File: config.mk
export PLATFORM = sky130hd
export DESIGN_NAME = pedestrian_light_sequencer_core
export DESIGN_NICKNAME = d
export VERILOG_FILES = /design/src/rtl/core/pls_pkg.sv /design/src/rtl/core/pedestrian_light_sequencer_core.sv /design/src/rtl/core/pls_regs.sv /design/src/rtl/core/pls_seq.sv
export VERILOG_INCLUDE_DIRS = /design/src /design/src/rtl/core
export SDC_FILE = /design/constraint.sdc
export NUM_CORES = 1
export LEC_CHECK = 0
export BUFFER_PORTS_ARGS = -buffer_cell sky130_fd_sc_hd__buf_4
export CORE_ASPECT_RATIO = 1.5
export CORE_MARGIN = 1.5
export CORE_UTILIZATION = 52
export DETAILED_ROUTE_END_ITERATION = 6
export HOLD_SLACK_MARGIN = 0.1
export PLACE_DENSITY = 0.69
export REMOVE_ABC_BUFFERS = 1
export SYNTH_ARGS = -nofsm -noshare
export SYNTH_HDL_FRONTEND = slang
export SYNTH_HIERARCHICAL = 1
export SYNTH_SLANG_ARGS = --single-unit
File: constraint.sdc
create_clock -name clock -period 7.2 [get_ports clock]
set_input_delay 1.08 -clock clock [delete_from_list [all_inputs] [get_ports clock]]
set_output_delay 1.08 -clock clock [all_outputs]
set_load 0.03 [all_outputs]
File: src/rtl/core/assert_macros.svh
// Assertion macros shared by the sequencer core modules.
`ifndef ASSERT_MACROS_SVH
`define ASSERT_MACROS_SVH

// Same-cycle implication, disabled while reset is high.
`define ASSERT_IMPLIES(label, clk, rst, ante, cons) \
   label: assert property (@(posedge clk) disable iff (rst) (ante) |-> (cons)) \
      else $error("assertion failed: implication");

// Next-cycle implication, disabled while reset is high.
`define ASSERT_NEXT(label, clk, rst, ante, cons) \
   label: assert property (@(posedge clk) disable iff (rst) (ante) |=> (cons)) \
      else $error("assertion failed: next-cycle implication");

`endif

File: src/rtl/core/pls_pkg.sv
// Shared types and constants for the pedestrian light sequencer core.
package pls_pkg;

   localparam int TIME_W    = 16;
   localparam int TOUCH_W   = 8;
   localparam int CODE_W    = 3;
   localparam int CSR_IDX_W = 3;

   // Register indexes on the csr port.
   typedef enum logic [CSR_IDX_W-1:0] {
      REG_GREEN_HOLD     = 3'd0,
      REG_YELLOW         = 3'd1,
      REG_RED            = 3'd2,
      REG_RED_YELLOW     = 3'd3,
      REG_RED_BEEP_HALF  = 3'd4,
      REG_GREEN_BEEP_ON  = 3'd5,
      REG_GREEN_BEEP_OFF = 3'd6
   } reg_index_type;

   localparam logic [TIME_W-1:0] RST_GREEN_HOLD     = 16'd5000;
   localparam logic [TIME_W-1:0] RST_YELLOW         = 16'd2000;
   localparam logic [TIME_W-1:0] RST_RED            = 16'd10000;
   localparam logic [TIME_W-1:0] RST_RED_YELLOW     = 16'd2000;
   localparam logic [TIME_W-1:0] RST_RED_BEEP_HALF  = 16'd250;
   localparam logic [TIME_W-1:0] RST_GREEN_BEEP_ON  = 16'd500;
   localparam logic [TIME_W-1:0] RST_GREEN_BEEP_OFF = 16'd1500;

   localparam logic [TIME_W-1:0] TIME_MAX = {TIME_W{1'b1}};

   // Lamp sequencer state.
   typedef enum logic [4:0] {
      PH_RED        = 5'b00001,
      PH_RED_YELLOW = 5'b00010,
      PH_WAIT       = 5'b00100,
      PH_HOLD       = 5'b01000,
      PH_YELLOW     = 5'b10000
   } phase_type;

   // Phase codes as seen on the result channel.
   localparam logic [CODE_W-1:0] CODE_RED        = 3'd0;
   localparam logic [CODE_W-1:0] CODE_RED_YELLOW = 3'd1;
   localparam logic [CODE_W-1:0] CODE_WAIT       = 3'd2;
   localparam logic [CODE_W-1:0] CODE_HOLD       = 3'd3;
   localparam logic [CODE_W-1:0] CODE_YELLOW     = 3'd4;

   typedef struct packed {
      logic [TIME_W-1:0] green_hold;
      logic [TIME_W-1:0] yellow;
      logic [TIME_W-1:0] red;
      logic [TIME_W-1:0] red_yellow;
      logic [TIME_W-1:0] red_beep_half;
      logic [TIME_W-1:0] green_beep_on;
      logic [TIME_W-1:0] green_beep_off;
   } cfg_type;

   typedef struct packed {
      logic              red_lamp;
      logic              yellow_lamp;
      logic              green_lamp;
      logic              beeper_on;
      logic [CODE_W-1:0] phase_code;
   } lamps_type;

endpackage

File: src/rtl/core/pedestrian_light_sequencer_core.sv
// Top level of the pedestrian light sequencer core.
//
//  channel  direction  handshake          payload
//  req      in         req_valid/stall    req_touch_status[7:0]
//  rsp      out        rsp_valid/stall    lamps, beeper, rsp_phase_code[2:0]
//  csr      in         csr_valid/ready    csr_index[2:0], csr_wdata[15:0]
//
// One tick per cycle while rsp_stall is low: a transaction is first held in
// the input register, then the sequencer update runs and its result lands in
// the result register. rsp_valid rises once the tick has passed the input
// register and then been written into the result register.
// Reset returns the lamps to red, clears both timers and loads the default
// timing registers. A stalled result holds the result register; the input
// register keeps accepting until it too is full, then req_stall rises.
`include "assert_macros.svh"

module pedestrian_light_sequencer_core (
   input  logic                           clock,
   input  logic                           reset,
   input  logic                           req_valid,
   output logic                           req_stall,
   input  logic [pls_pkg::TOUCH_W-1:0]    req_touch_status,
   output logic                           rsp_valid,
   input  logic                           rsp_stall,
   output logic                           rsp_red_lamp,
   output logic                           rsp_yellow_lamp,
   output logic                           rsp_green_lamp,
   output logic                           rsp_beeper_on,
   output logic [pls_pkg::CODE_W-1:0]     rsp_phase_code,
   input  logic                           csr_valid,
   output logic                           csr_ready,
   input  logic [pls_pkg::CSR_IDX_W-1:0]  csr_index,
   input  logic [pls_pkg::TIME_W-1:0]     csr_wdata
);
   import pls_pkg::*;

   logic               s1_valid_ff;
   logic               s1_valid_in;
   logic [TOUCH_W-1:0] s1_touch_ff;
   logic               rsp_valid_ff;
   logic               rsp_valid_in;
   lamps_type          rsp_ff;
   lamps_type          lamps;
   cfg_type            cfg;
   logic               advance;
   logic               accept;

   // The csr bank takes a write in any cycle.
   assign csr_ready = 1'b1;

   pls_regs u_regs (
      .clock     (clock),
      .reset     (reset),
      .csr_write (csr_valid),
      .csr_index (csr_index),
      .csr_wdata (csr_wdata),
      .cfg       (cfg)
   );

   // Advance the tick held in the input register whenever the result
   // register is empty or being emptied this cycle.
   assign advance   = s1_valid_ff && (!rsp_valid_ff || !rsp_stall);
   assign req_stall = s1_valid_ff && !advance;
   assign accept    = req_valid && !req_stall;

   pls_seq u_seq (
      .clock        (clock),
      .reset        (reset),
      .step         (advance),
      .touch_status (s1_touch_ff),
      .cfg          (cfg),
      .lamps        (lamps)
   );

   always_comb begin
      s1_valid_in = s1_valid_ff;
      if (accept) begin
         s1_valid_in = 1'b1;
      end else if (advance) begin
         s1_valid_in = 1'b0;
      end
      // Hold a stalled result, drop a delivered one.
      rsp_valid_in = advance || (rsp_valid_ff && rsp_stall);
   end

   always_ff @(posedge clock) begin
      if (reset) begin
         s1_valid_ff  <= 1'b0;
         rsp_valid_ff <= 1'b0;
      end else begin
         s1_valid_ff  <= s1_valid_in;
         rsp_valid_ff <= rsp_valid_in;
      end
   end

   // Payload registers, no reset needed.
   always_ff @(posedge clock) begin
      if (accept) begin
         s1_touch_ff <= req_touch_status;
      end
      if (advance) begin
         rsp_ff <= lamps;
      end
   end

   assign rsp_valid       = rsp_valid_ff;
   assign rsp_red_lamp    = rsp_ff.red_lamp;
   assign rsp_yellow_lamp = rsp_ff.yellow_lamp;
   assign rsp_green_lamp  = rsp_ff.green_lamp;
   assign rsp_beeper_on   = rsp_ff.beeper_on;
   assign rsp_phase_code  = rsp_ff.phase_code;

   // A tick that advances always shows up as a result next cycle.
   `ASSERT_NEXT(a_advance_yields_rsp, clock, reset, advance, rsp_valid)
   // Outside yellow exactly one of red and green is lit.
   `ASSERT_IMPLIES(a_red_green_excl, clock, reset,
      rsp_valid && rsp_phase_code != CODE_YELLOW, rsp_red_lamp != rsp_green_lamp)
   // Phase code and lamps agree on the yellow phase.
   `ASSERT_IMPLIES(a_yellow_lamps, clock, reset,
      rsp_valid && rsp_phase_code == CODE_YELLOW,
      rsp_yellow_lamp && !rsp_red_lamp && !rsp_green_lamp)

endmodule

File: src/rtl/core/pls_regs.sv
// Timing register bank written through the csr port.
module pls_regs (
   input  logic                           clock,
   input  logic                           reset,
   input  logic                           csr_write,
   input  logic [pls_pkg::CSR_IDX_W-1:0]  csr_index,
   input  logic [pls_pkg::TIME_W-1:0]     csr_wdata,
   output pls_pkg::cfg_type               cfg
);
   import pls_pkg::*;

   cfg_type cfg_ff;
   cfg_type cfg_in;

   always_comb begin
      cfg_in = cfg_ff;
      if (csr_write) begin
         case (reg_index_type'(csr_index))
            REG_GREEN_HOLD:     cfg_in.green_hold     = csr_wdata;
            REG_YELLOW:         cfg_in.yellow         = csr_wdata;
            REG_RED:            cfg_in.red            = csr_wdata;
            REG_RED_YELLOW:     cfg_in.red_yellow     = csr_wdata;
            REG_RED_BEEP_HALF:  cfg_in.red_beep_half  = csr_wdata;
            REG_GREEN_BEEP_ON:  cfg_in.green_beep_on  = csr_wdata;
            REG_GREEN_BEEP_OFF: cfg_in.green_beep_off = csr_wdata;
            default:            cfg_in = cfg_ff;  // drop writes past the list
         endcase
      end
   end

   always_ff @(posedge clock) begin
      if (reset) begin
         cfg_ff.green_hold     <= RST_GREEN_HOLD;
         cfg_ff.yellow         <= RST_YELLOW;
         cfg_ff.red            <= RST_RED;
         cfg_ff.red_yellow     <= RST_RED_YELLOW;
         cfg_ff.red_beep_half  <= RST_RED_BEEP_HALF;
         cfg_ff.green_beep_on  <= RST_GREEN_BEEP_ON;
         cfg_ff.green_beep_off <= RST_GREEN_BEEP_OFF;
      end else begin
         cfg_ff <= cfg_in;
      end
   end

   assign cfg = cfg_ff;

endmodule

File: src/rtl/core/pls_seq.sv
// Phase sequencer and beeper timer, one update per tick.
`include "assert_macros.svh"

module pls_seq (
   input  logic                         clock,
   input  logic                         reset,
   input  logic                         step,
   input  logic [pls_pkg::TOUCH_W-1:0]  touch_status,
   input  pls_pkg::cfg_type             cfg,
   output pls_pkg::lamps_type           lamps
);
   import pls_pkg::*;

   phase_type         phase_ff;
   phase_type         phase_in;
   logic [TIME_W-1:0] phase_elapsed_ff;
   logic [TIME_W-1:0] phase_elapsed_in;
   logic [TIME_W-1:0] beep_elapsed_ff;
   logic [TIME_W-1:0] beep_elapsed_in;
   logic              beep_state_ff;
   logic              beep_state_in;

   logic              red_now;
   logic [TIME_W-1:0] interval;
   logic [TIME_W-1:0] beep_inc;
   logic [TIME_W-1:0] phase_inc;
   logic [TIME_W-1:0] dur;
   phase_type         nxt;
   logic              timed;

   // Beeper: interval follows the lamps at the start of the tick.
   always_comb begin
      case (phase_ff)
         PH_WAIT, PH_HOLD, PH_YELLOW: red_now = 1'b0;
         default:                     red_now = 1'b1;
      endcase
      if (red_now) begin
         interval = cfg.red_beep_half;
      end else begin
         interval = beep_state_ff ? cfg.green_beep_on : cfg.green_beep_off;
      end
      beep_inc = (beep_elapsed_ff == TIME_MAX) ? beep_elapsed_ff
                                               : beep_elapsed_ff + 16'd1;
      if (beep_inc >= interval) begin
         beep_state_in   = ~beep_state_ff;
         beep_elapsed_in = '0;
      end else begin
         beep_state_in   = beep_state_ff;
         beep_elapsed_in = beep_inc;
      end
   end

   // Phase: waiting green reacts to touch, every other phase runs its timer.
   always_comb begin
      timed = 1'b1;
      case (phase_ff)
         PH_WAIT: begin
            timed = 1'b0;
            dur   = cfg.red;
            nxt   = PH_HOLD;
         end
         PH_HOLD: begin
            dur = cfg.green_hold;
            nxt = PH_YELLOW;
         end
         PH_YELLOW: begin
            dur = cfg.yellow;
            nxt = PH_RED;
         end
         PH_RED_YELLOW: begin
            dur = cfg.red_yellow;
            nxt = PH_WAIT;
         end
         default: begin
            dur = cfg.red;
            nxt = PH_RED_YELLOW;
         end
      endcase
      phase_inc = (phase_elapsed_ff == TIME_MAX) ? phase_elapsed_ff
                                                 : phase_elapsed_ff + 16'd1;
      phase_in         = phase_ff;
      phase_elapsed_in = phase_elapsed_ff;
      if (!timed) begin
         if (touch_status != '0) begin
            phase_in         = nxt;
            phase_elapsed_in = '0;
         end
      end else if (phase_inc >= dur) begin
         phase_in         = nxt;
         phase_elapsed_in = '0;
      end else begin
         phase_elapsed_in = phase_inc;
      end
   end

   // Result shows the state after the tick.
   always_comb begin
      lamps           = '0;
      lamps.beeper_on = beep_state_in;
      case (phase_in)
         PH_RED_YELLOW: begin
            lamps.red_lamp    = 1'b1;
            lamps.yellow_lamp = 1'b1;
            lamps.phase_code  = CODE_RED_YELLOW;
         end
         PH_WAIT: begin
            lamps.green_lamp = 1'b1;
            lamps.phase_code = CODE_WAIT;
         end
         PH_HOLD: begin
            lamps.green_lamp = 1'b1;
            lamps.phase_code = CODE_HOLD;
         end
         PH_YELLOW: begin
            lamps.yellow_lamp = 1'b1;
            lamps.phase_code  = CODE_YELLOW;
         end
         default: begin
            lamps.red_lamp   = 1'b1;
            lamps.phase_code = CODE_RED;
         end
      endcase
   end

   always_ff @(posedge clock) begin
      if (reset) begin
         phase_ff         <= PH_RED;
         phase_elapsed_ff <= '0;
         beep_elapsed_ff  <= '0;
         beep_state_ff    <= 1'b0;
      end else if (step) begin
         phase_ff         <= phase_in;
         phase_elapsed_ff <= phase_elapsed_in;
         beep_elapsed_ff  <= beep_elapsed_in;
         beep_state_ff    <= beep_state_in;
      end
   end

   // Waiting green without a touch stays in waiting green.
   `ASSERT_NEXT(a_wait_holds, clock, reset,
      step && phase_ff == PH_WAIT && touch_status == '0, phase_ff == PH_WAIT)

endmodule
==> results by group, run 1 <==
Synthesis
  – Yosys top cell by area: dfxtp_1
  – Sequential-to-total area share from yosys stat: 39.0%
  – Synth top cells by count: 152 x dfxtp_1, 131 x mux2i_1, 101 x nand2b_1, 89 x nor2_1, 70 x nand2_1
  – Seq cells post-synth: 167
  – Post-synth EDFFs: 15
  – Syn Area/Cell: 9.25 um^2
  – Count leader, synth: dfxtp_1
  – Fraction of registers with async set/reset: 0%
  – Synth top area cells: dfxtp_1 34%, mux2i_1 15%, nand2b_1 7.1%, edfxtp_1 5.0%, ha_1 4.7%
  – Yosys cell types: 66
  – Synthesis Warnings: 6
  – Ys flop type: dfxtp_1
  – Cells after synthesis: 969
  – Top cell type's share of synthesized area: 34.0%
  – Netlist Area Pre-Place: 8960 um^2

Place
  – Placement Setup Slack: 1980 ps
  – # port buffers: 40
  – Hpwl dp: 13.9 mm
  – Placer Congestion: 0.841

GRT
  – First-pass GRT wire length: 31.7 mm
  – Largest net degree at the start of global routing: 77
  – Vias in the first global route: 6,308
  – GRT Total Usage: 22.9%
  – GRT Residual Overflow: 0
  – Antenna violations before repair: 0

Timing
  – Final setup TNS: 0 ps
  – Fmax: 0.191 GHz
  – Final setup vio count: 0
  – Fin crit share: 72.8%
  – Hold Fails Final Rpt: 0
  – RSZ-0062 raised after global routing: no
  – Worst-Margin Slew: 1140 ps
  – Fin crit period: 5240 ps
  – Relative slew slack: 23.8%
  – Final Skew: 10.5 ps
  – Final worst slack: 1960 ps
  – Final slew viol count: 0

Die
  – Starting Density: 53.2%
  – Core Region: 16,800 um^2
  – I/O pins: 42
  – Die Height: 164 um
  – Die X-Extent: 110 um
  – FP Rows: 58
  – Die area: 18,000 um^2

Outcome
  – Status: finished, final reports clean

Detailed routing
  – Final WL: 19.9 mm
  – Vias/cell: 5.66
  – Detailed Route Iter0 Violations: 438
  – Initial DRT Pass Iterations: 5
  – Remaining antenna violation count after routing: 0
  – WL per Instance: 16.7 um
  – Residual DRC: 0
  – Vias post-DR: 6,749

CTS
  – Num CTS Buffers: 17
  – Clk buf depth: 2
  – TritonCTS clock tree: built
  – Postcts setup bufs: 0
  – H-tree depth: 4
  – CTS resizes: 0
  – Clock transition at path regs: 60 ps
  – Worst-Skew Late Latency: 430 ps
  – Num Clock Sinks: 167
  – Clock Tree Root: clkbuf_16
  – CTS hold repair buffers: 0

Setup path
  – Critical R2R Capture: u_seq/phase_elapsed_ff[7]
  – Slowest-stage cell, CP: a211oi_2
  – Critical Path Source Type: register
  – Worst setup path class: register to register
  – CP Capture Point: u_seq/phase_elapsed_ff[7]
  – WP depth: 14
  – CP startpoint: u_seq/phase_ff[3]
  – Arrival @ worst endpoint: 5570 ps
  – R2R Path Start: u_seq/phase_ff[3]
  – Reg2reg path depth: 14
  – Crit-path max cell delay: 900 ps
  – CP Buf/Inv Count: 1
  – CP top delay family: simple AND/OR/NAND/NOR gates
  – R2R Setup Slk: 1960 ps
  – CP Data Required Time: 7530 ps
  – Worst-path maximum fanout: 32
  – Cell Chain, Critical Path: nand2b_1 -> nor4_4 -> buf_4 -> or3_1 -> nand3_1 -> o21ai_0 -> ha_1 -> a211o_1 -> a21oi_1 -> o21ai_1 -> a211oi_2 -> and3_1 -> a41oi_1 -> a311oi_1
  – CP Capture Type: register

Pwr
  – Pwr Density: 205 nW/um^2
  – Max rail drop VDD: 0.162 mV
  – Leakage: 4.10 nW

Final layout
  – Layout area overhead: 10.1%
  – Final #Nets: 1,035
  – Layout cells sized above 1: 10.6%
  – Ant diodes: 0

Run
  – Max Cap Viol: 0

Hold path
  – Hold Crit Class: register to register
[cells by family after synthesis]
kind of cell	Yosys count	share of synthesized area, %
and+or+nand+nor	373	22.4
xor gates and xnor gates	26	2.54
muxes	135	15.3
adders and majority gates	34	4.75
AOI/OAI and AO/OA	151	11.5
buffers and inverters	82	4.61
DFF	167	39.0
other	1	0.0418
[sequential cells by signal, indices dropped and copies added (netlist names), 3 cells and up]
name                    cells
u_seq/phase_elapsed_ff     16
rsp_phase_code              3
u_regs/cfg                112
s1_touch_ff                 8
u_seq/phase_ff              5
u_seq/beep_elapsed_ff      16
[worst min-delay path, stage by stage, from the launching register on]
cell	delay, ps
dfxtp_1	310
nand2b_1	60
mux2i_1	60
[where the power goes]
group	internal, W	leakage (nW)	total [W]	switching (W)
Combinational	0.0000595	2.43	0.000139	0.0000791
Sequential	0.000959	1.37	0.000973	0.0000140
Clock	0.000535	0.295	0.000909	0.000373
Total	0.00155	4.10	0.00202	0.000466
[per-layer routing]
| layer | track usage, % | vias to the layer above | routed length, um |
|---|---|---|---|
| li1 | - | 3427 | - |
| met1 | 27.4 | 3194 | 8700 |
| met2 | 40.4 | 101 | 10300 |
| met3 | 5.20 | 27 | 497 |
| met4 | 6.82 | 0 | 401 |
| met5 | 0 | - | 0 |
[worst min-delay path by stage]
stage	end	from	slack, ps	depth (start not counted)
floorplan	u_regs/cfg[40]	u_regs/cfg[40]	440	2
global placement	u_regs/cfg[41]	u_regs/cfg[41]	460	2
detailed placement	u_regs/cfg[40]	u_regs/cfg[40]	460	2
CTS	u_regs/cfg[42]	u_regs/cfg[42]	480	2
global route	u_regs/cfg[80]	u_regs/cfg[80]	480	2
finish	u_regs/cfg[80]	u_regs/cfg[80]	470	2
[layout by cell type (no fill, tap or decap), types with 3 or more instances in the layout]
| cell | count |
|---|---|
| a211oi_1 | 10 |
| a21o_1 | 5 |
| a21oi_1 | 23 |
| a22oi_1 | 23 |
| a311oi_1 | 7 |
| a31oi_1 | 12 |
| and3_1 | 10 |
| and4_1 | 6 |
| buf_4 | 53 |
| clkbuf_16 | 18 |
| clkbuf_8 | 4 |
| clkinv_2 | 3 |
| dfxtp_1 | 152 |
| edfxtp_1 | 15 |
| ha_1 | 34 |
| inv_1 | 10 |
| mux2i_1 | 131 |
| nand2_1 | 70 |
| nand2b_1 | 101 |
| nand3_1 | 38 |
| nand3b_1 | 6 |
| nand4_1 | 10 |
| nand4b_1 | 9 |
| nor2_1 | 89 |
| nor2b_1 | 4 |
| nor3_1 | 5 |
| nor3b_1 | 4 |
| o21a_1 | 5 |
| o21ai_0 | 42 |
| o21ai_1 | 6 |
| or3_1 | 3 |
| xnor2_1 | 19 |
| xor2_1 | 7 |
[cell type report]
cell class / instances / area, um^2
Clock buffer: 23 / 509
Clock inverter: 9 / 87.6
Fill cell: 1461 / 6970
Inverter: 10 / 37.5
Multi-Input combinational cell: 720 / 5080
Sequential cell: 167 / 3490
Tap cell: 210 / 263
Timing Repair Buffer: 53 / 398
[metrics by stage]
step / utilization, % / hold WS [ps] / cells / area [um^2] / total power (W)
2_1_floorplan: - / 445 / 897 / 8590 / 0.00107
3_3_place_gp: 55.1 / 456 / 1160 / 9270 / 0.00113
3_5_place_dp: 55.1 / 458 / 1160 / 9270 / 0.00113
4_1_cts: 58.6 / 476 / 1192 / 9870 / 0.00204
5_1_grt: 58.6 / 481 / 1192 / 9870 / 0.00210
6_report: 58.6 / 474 / 1192 / 9870 / 0.00202
Power figures use the tool's default switching activity.
==> run 2: changes to the inputs <==
==> constraint.sdc (replaced) <==
create_clock -name clock -period 5.3 [get_ports clock]
set_input_delay 0.795 -clock clock [delete_from_list [all_inputs] [get_ports clock]]
set_output_delay 0.795 -clock clock [all_outputs]
set_load 0.03 [all_outputs]
==> run 2 against run 1 <==
Compared with the run above: combinational power rose by 38%; register-to-register slack got worse by 1100 ps; critical path type unchanged; critical endpoint is now u_seq/beep_elapsed_ff[2]; highest routed layer unchanged; sequential share of layout area barely moved; largest cell class unchanged.
==> results by group, run 2 (same netlist as run 1, synthesis figures left out) <==
Timing
  – Final slew viol count: 0
  – RSZ-0062 raised after global routing: no
  – Final setup TNS: 0 ps
  – Worst-Margin Slew: 1130 ps
  – Fmax: 0.226 GHz
  – Fin crit period: 4420 ps
  – Relative slew slack: 24.3%
  – Hold Fails Final Rpt: 0
  – Fin crit share: 83.4%
  – Final setup vio count: 0
  – Final Skew: 10.4 ps

Final layout
  – # fillers: 1,499
  – Layout cells sized above 1: 11.1%
  – Most common cell after layout, fill and taps aside: dfxtp_1
  – Final #Nets: 1,042
  – Ant diodes: 0
  – Layout area overhead: 10.2%
  – Core Util, Final: 58.7%
  – Most frequent cells in the layout: 152 x dfxtp_1, 131 x mux2i_1, 101 x nand2b_1
  – Largest register FFs: 112

CTS
  – TritonCTS clock tree: built
  – CTS resizes: 0
  – CTS hold repair buffers: 0
  – Num CTS Buffers: 17
  – Clock transition at path regs: 70 ps
  – Postcts setup bufs: 0
  – H-tree depth: 4
  – Clock Tree Root: clkbuf_16
  – Clk buf depth: 2
  – Num Clock Sinks: 167
  – Worst-Skew Late Latency: 430 ps

Run
  – Max Cap Viol: 0

GRT
  – Vias in the first global route: 6,871
  – Largest net degree at the start of global routing: 75
  – GRT Residual Overflow: 0
  – Antenna violations before repair: 0
  – GRT Total Usage: 24.5%
  – First-pass GRT wire length: 34.1 mm

Pwr
  – Max rail drop VDD: 0.188 mV
  – Pwr Density: 273 nW/um^2
  – Leakage: 4.09 nW

Outcome
  – Status: finished, final reports clean

Die
  – FP Rows: 58
  – I/O pins: 42
  – Starting Density: 53.2%
  – Die X-Extent: 110 um
  – Die Height: 164 um
  – Die area: 18,000 um^2
  – Core Region: 16,800 um^2

Detailed routing
  – Remaining antenna violation count after routing: 0
  – Vias/cell: 5.74
  – Final WL: 20.8 mm
  – WL per Instance: 17.4 um
  – Vias post-DR: 6,883
  – Detailed Route Iter0 Violations: 416
  – Initial DRT Pass Iterations: 5
  – Residual DRC: 0

Place
  – Hpwl dp: 14.5 mm
  – # port buffers: 40
  – Placer Congestion: 0.899

Setup path
  – Reg2reg path depth: 12
  – Worst-path maximum fanout: 20
  – CP Data Required Time: 5650 ps
  – Worst setup path class: register to register
  – Critical Path Source Type: register
  – Arrival @ worst endpoint: 4760 ps
  – CP Capture Type: register

Hold path
  – Hold Crit Class: register to register
  – Hold path cells: 2
-- run 2: critical path, stage by stage, from the launching register on --
cell      delay [ps]
dfxtp_1          410
or4_1            670
nand2_1          530
o21ai_0          290
ha_1             350
a21o_1           160
a21o_1           170
a211oi_1         250
o21ai_0          190
a221oi_4         710
buf_4            300
nand2_1           70
a211oi_1         220
-- run 2: stage by stage --
| step | std cells | total power, W | hold slack (ps) | setup slack [ps] | area, um^2 |
|---|---|---|---|---|---|
| finish | 1199 | 0.00269 | 475 | 881 | 9880 |
| detailed placement | 1167 | 0.00154 | 465 | 845 | 9330 |
| floorplan | 897 | 0.00146 | 445 | 612 | 8590 |
| global placement | 1167 | 0.00154 | 459 | 954 | 9330 |
| CTS | 1199 | 0.00272 | 477 | 861 | 9880 |
| global route | 1199 | 0.00279 | 487 | 582 | 9880 |
-- run 2: power by group --
part	leakage, nW	internal (W)	switching, W
Clock	0.257	0.000648	0.000532
Sequential	1.37	0.00130	0.0000194
Combinational	2.46	0.0000825	0.000110
Total	4.09	0.00203	0.000661
-- run 2: path summary, 6_finish.rpt --
check             slack [ps]               from                       end
hold / removal           470     u_regs/cfg[79]            u_regs/cfg[79]
hold reg to reg          470     u_regs/cfg[79]            u_regs/cfg[79]
setup / recovery         880  u_seq/phase_ff[1]  u_seq/beep_elapsed_ff[2]
setup reg to reg         880  u_seq/phase_ff[1]  u_seq/beep_elapsed_ff[2]
-- run 2: final cells by class --
class                           instances  area [um^2]  area share (%)
Multi-Input combinational cell        720         5080            51.4
Sequential cell                       167         3490            35.4
Timing Repair Buffer                   60          450            4.56
Clock buffer                           18          429            4.34
Tap cell                              210          263            2.66
Clock inverter                         14          125            1.27
Inverter                               10         37.5           0.380
-- run 2: routing by layer --
metal / global-route usage, % / part of all wire [%] / vias to the layer above
met1: 28.1 / 43 / 3307
met3: 4.17 / 2.6 / 39
met4: 10.9 / 3.1 / 0
li1: - / - / 3447
met2: 43.8 / 52 / 90
met5: 0 / 0 / -
==> run 3: changes to the inputs <==
--- a/config.mk
+++ b/config.mk
@@ -12,7 +12,7 @@
 export CORE_UTILIZATION = 52
 export DETAILED_ROUTE_END_ITERATION = 6
 export HOLD_SLACK_MARGIN = 0.1
-export PLACE_DENSITY = 0.69
+export PLACE_DENSITY = 0.72
 export REMOVE_ABC_BUFFERS = 1
 export SYNTH_ARGS = -nofsm -noshare
 export SYNTH_HDL_FRONTEND = slang
==> constraint.sdc (replaced) <==
create_clock -name clock -period 3.72 [get_ports clock]
set_input_delay 0.558 -clock clock [delete_from_list [all_inputs] [get_ports clock]]
set_output_delay 0.558 -clock clock [all_outputs]
set_load 0.03 [all_outputs]
==> run 3 against run 2 <==
Compared with the run above: the flow now finishes with violations (design-rule violations); count of clock-buffer cells in the layout is 1 lower; wire length is 2.7% higher; critical path depth is 3 higher; worst setup slack worse by 790 ps; first-iteration DRC count is 9.6% lower; register-to-register slack worse by 790 ps; sequential power is 42% higher; critical path type unchanged; critical endpoint is now u_seq/beep_elapsed_ff[10]; largest cell class unchanged; largest power group unchanged.
==> results by group, run 3 (same netlist as run 1, synthesis figures left out) <==
Hold path
  – Hold path cells: 1
  – Hold path startpoint: req_touch_status[6]
  – Hold EP: s1_touch_ff[6]
  – Hold Crit Class: primary input to register

Setup path
  – CP Data Required Time: 4060 ps
  – Slowest-stage cell, CP: or4_1
  – R2R Setup Slk: 90 ps
  – Worst-path maximum fanout: 32
  – Worst setup path class: register to register
  – Critical R2R Capture: u_seq/beep_elapsed_ff[10]
  – Crit-path max cell delay: 450 ps
  – Critical Path Source Type: register
  – R2R Path Start: u_seq/phase_ff[3]
  – Reg2reg path depth: 15
  – CP Capture Type: register
  – CP Buf/Inv Count: 2
  – CP top delay family: compound AO/OA/AOI/OAI gates
  – Cell Chain, Critical Path: nand2b_1 -> or4_1 -> nand2_1 -> buf_12 -> nor2_1 -> a21oi_1 -> ha_1 -> nand2b_1 -> a21o_1 -> a21o_1 -> a211o_1 -> a221oi_4 -> buf_4 -> o21ai_1 -> a211oi_1
  – Arrival @ worst endpoint: 3970 ps

Final layout
  – Register area: 3510 um^2
  – Layout Cells excl Fill: 1,239
  – Final #Nets: 1,082
  – Area of the multi-input gates: 5160 um^2
  – Largest register FFs: 112
  – Final Cell Area: 10,400 um^2
  – Ant diodes: 0
  – Layout cells sized above 1: 16.9%
  – Layout area overhead: 15.7%
  – Most common cell after layout, fill and taps aside: dfxtp_1
  – Most frequent cells in the layout: 146 x dfxtp_1, 131 x mux2i_1, 101 x nand2b_1
  – # fillers: 1,450

Pwr
  – Sw Share: 25.8%
  – Leakage: 4.34 nW
  – Max rail drop VDD: 0.313 mV
  – Internal power: 0.00286 W
  – Sw Pwr: 0.000996 W
  – Comb pwr share: 7.6%
  – Sequential power share: 48.6%
  – Clk pwr share: 43.8%
  – Final Power: 0.00386 W
  – Pwr Density: 372 nW/um^2

Timing
  – Hold Fails Final Rpt: 0
  – Final setup TNS: 0 ps
  – Final setup vio count: 0
  – Fmax: 0.275 GHz
  – Fin crit share: 97.6%
  – RSZ-0062 raised after global routing: yes
  – Final Skew: 9.45 ps
  – Relative slew slack: 40.4%
  – Final slew viol count: 0
  – Worst-Margin Slew: 894 ps
  – Fin crit period: 3630 ps

Detailed routing
  – Final WL: 21.4 mm
  – Residual DRC: 2
  – Remaining antenna violation count after routing: 0
  – Detailed Route Iter0 Violations: 376
  – Vias/cell: 5.76
  – Initial DRT Pass Iterations: 7
  – WL per Instance: 17.3 um
  – Vias post-DR: 7,136

Place
  – Hpwl dp: 14.8 mm
  – # port buffers: 40
  – Post-DP Area: 9640 um^2
  – Placer Congestion: 0.948
  – Inst Count DP: 1,201

CTS
  – CTS hold repair buffers: 0
  – TritonCTS clock tree: built
  – Clock Tree Root: clkbuf_16
  – Num CTS Buffers: 17
  – Clock transition at path regs: 70 ps
  – Num Clock Sinks: 167
  – H-tree depth: 4
  – Worst-Skew Late Latency: 430 ps
  – Clk buf depth: 2

Die
  – Die Height: 164 um
  – Core Region: 16,800 um^2
  – Die X-Extent: 110 um
  – Die area: 18,000 um^2
  – Starting Density: 53.2%
  – FP Rows: 58
  – I/O pins: 42

GRT
  – First-pass GRT wire length: 34.0 mm
  – Vias in the first global route: 6,846
  – Largest net degree at the start of global routing: 96
  – GRT Total Usage: 24.5%
  – Antenna violations before repair: 0
  – GRT Residual Overflow: 0

Run
  – Max Cap Viol: 0

Outcome
  – Status: finished, violations left
  – Failing checks: design-rule violations
[run 3: final cells by class]
cell class | count | area share, %
inverters | 10 | 0.362
well taps | 210 | 2.54
clock buffers | 17 | 4.10
repair buffers | 100 | 8.03
multi-input cells | 720 | 49.8
flip-flops and latches | 167 | 33.9
clock inverters | 15 | 1.29
[run 3: power by group through the flow]
| stage | registers (W) | clock network (W) | logic, W |
|---|---|---|---|
| after floorplan | 0.00192 | 0 | 0.000154 |
| after detailed placement | 0.00192 | 0 | 0.000287 |
| after CTS | 0.00188 | 0.00172 | 0.000289 |
| after global routing | 0.00188 | 0.00179 | 0.000317 |
| after global placement | 0.00192 | 0 | 0.000283 |
| final | 0.00188 | 0.00169 | 0.000293 |
[run 3: metrics by stage]
stage | setup WS (ps) | hold WS [ps] | utilization [%]
6_report | 89.5 | 298 | 61.6
4_1_cts | 11.0 | 284 | 60.7
2_1_floorplan | -731 | 445 | -
3_3_place_gp | -63.6 | 457 | 57.3
5_1_grt | -39.5 | 275 | 61.6
3_5_place_dp | -69.9 | 462 | 57.3
[run 3: worst reg2reg max path, delay by kind of cell, from the launching register on]
family	cells	cell delay (ps)
buf+inv	2	420
compound gates	7	1510
simple gates	5	960
fa+ha+maj	1	250
flops	1	370
[run 3: repair_timing]
item                       in CTS  in global routing
setup endpoints to repair       6                 30
pin swaps                       0                  7
buffers inserted                0                  6
gates resized for setup         7                 36
[run 3: worst max-delay path by stage]
stage / from / endpoint / slack (ps) / cells after the start
after floorplan: rsp_stall / u_seq/phase_elapsed_ff[3] / -730 / 4
after global placement: u_seq/phase_ff[3] / rsp_phase_code[2] / -60 / 16
final: u_seq/phase_ff[3] / u_seq/beep_elapsed_ff[10] / 90 / 15
after detailed placement: u_seq/phase_ff[3] / rsp_phase_code[2] / -70 / 16
after CTS: u_seq/phase_ff[0] / rsp_phase_code[2] / 10 / 16
after global routing: u_seq/phase_ff[3] / rsp_phase_code[2] / -40 / 17
[run 3: routing by layer]
metal	part of all wire (%)	global-route usage, %	vias to the layer above
met5	0	0	-
met4	3.0	10.0	0
met3	2.9	4.44	46
met2	53	45.0	129
met1	41	27.4	3436
li1	-	-	3525
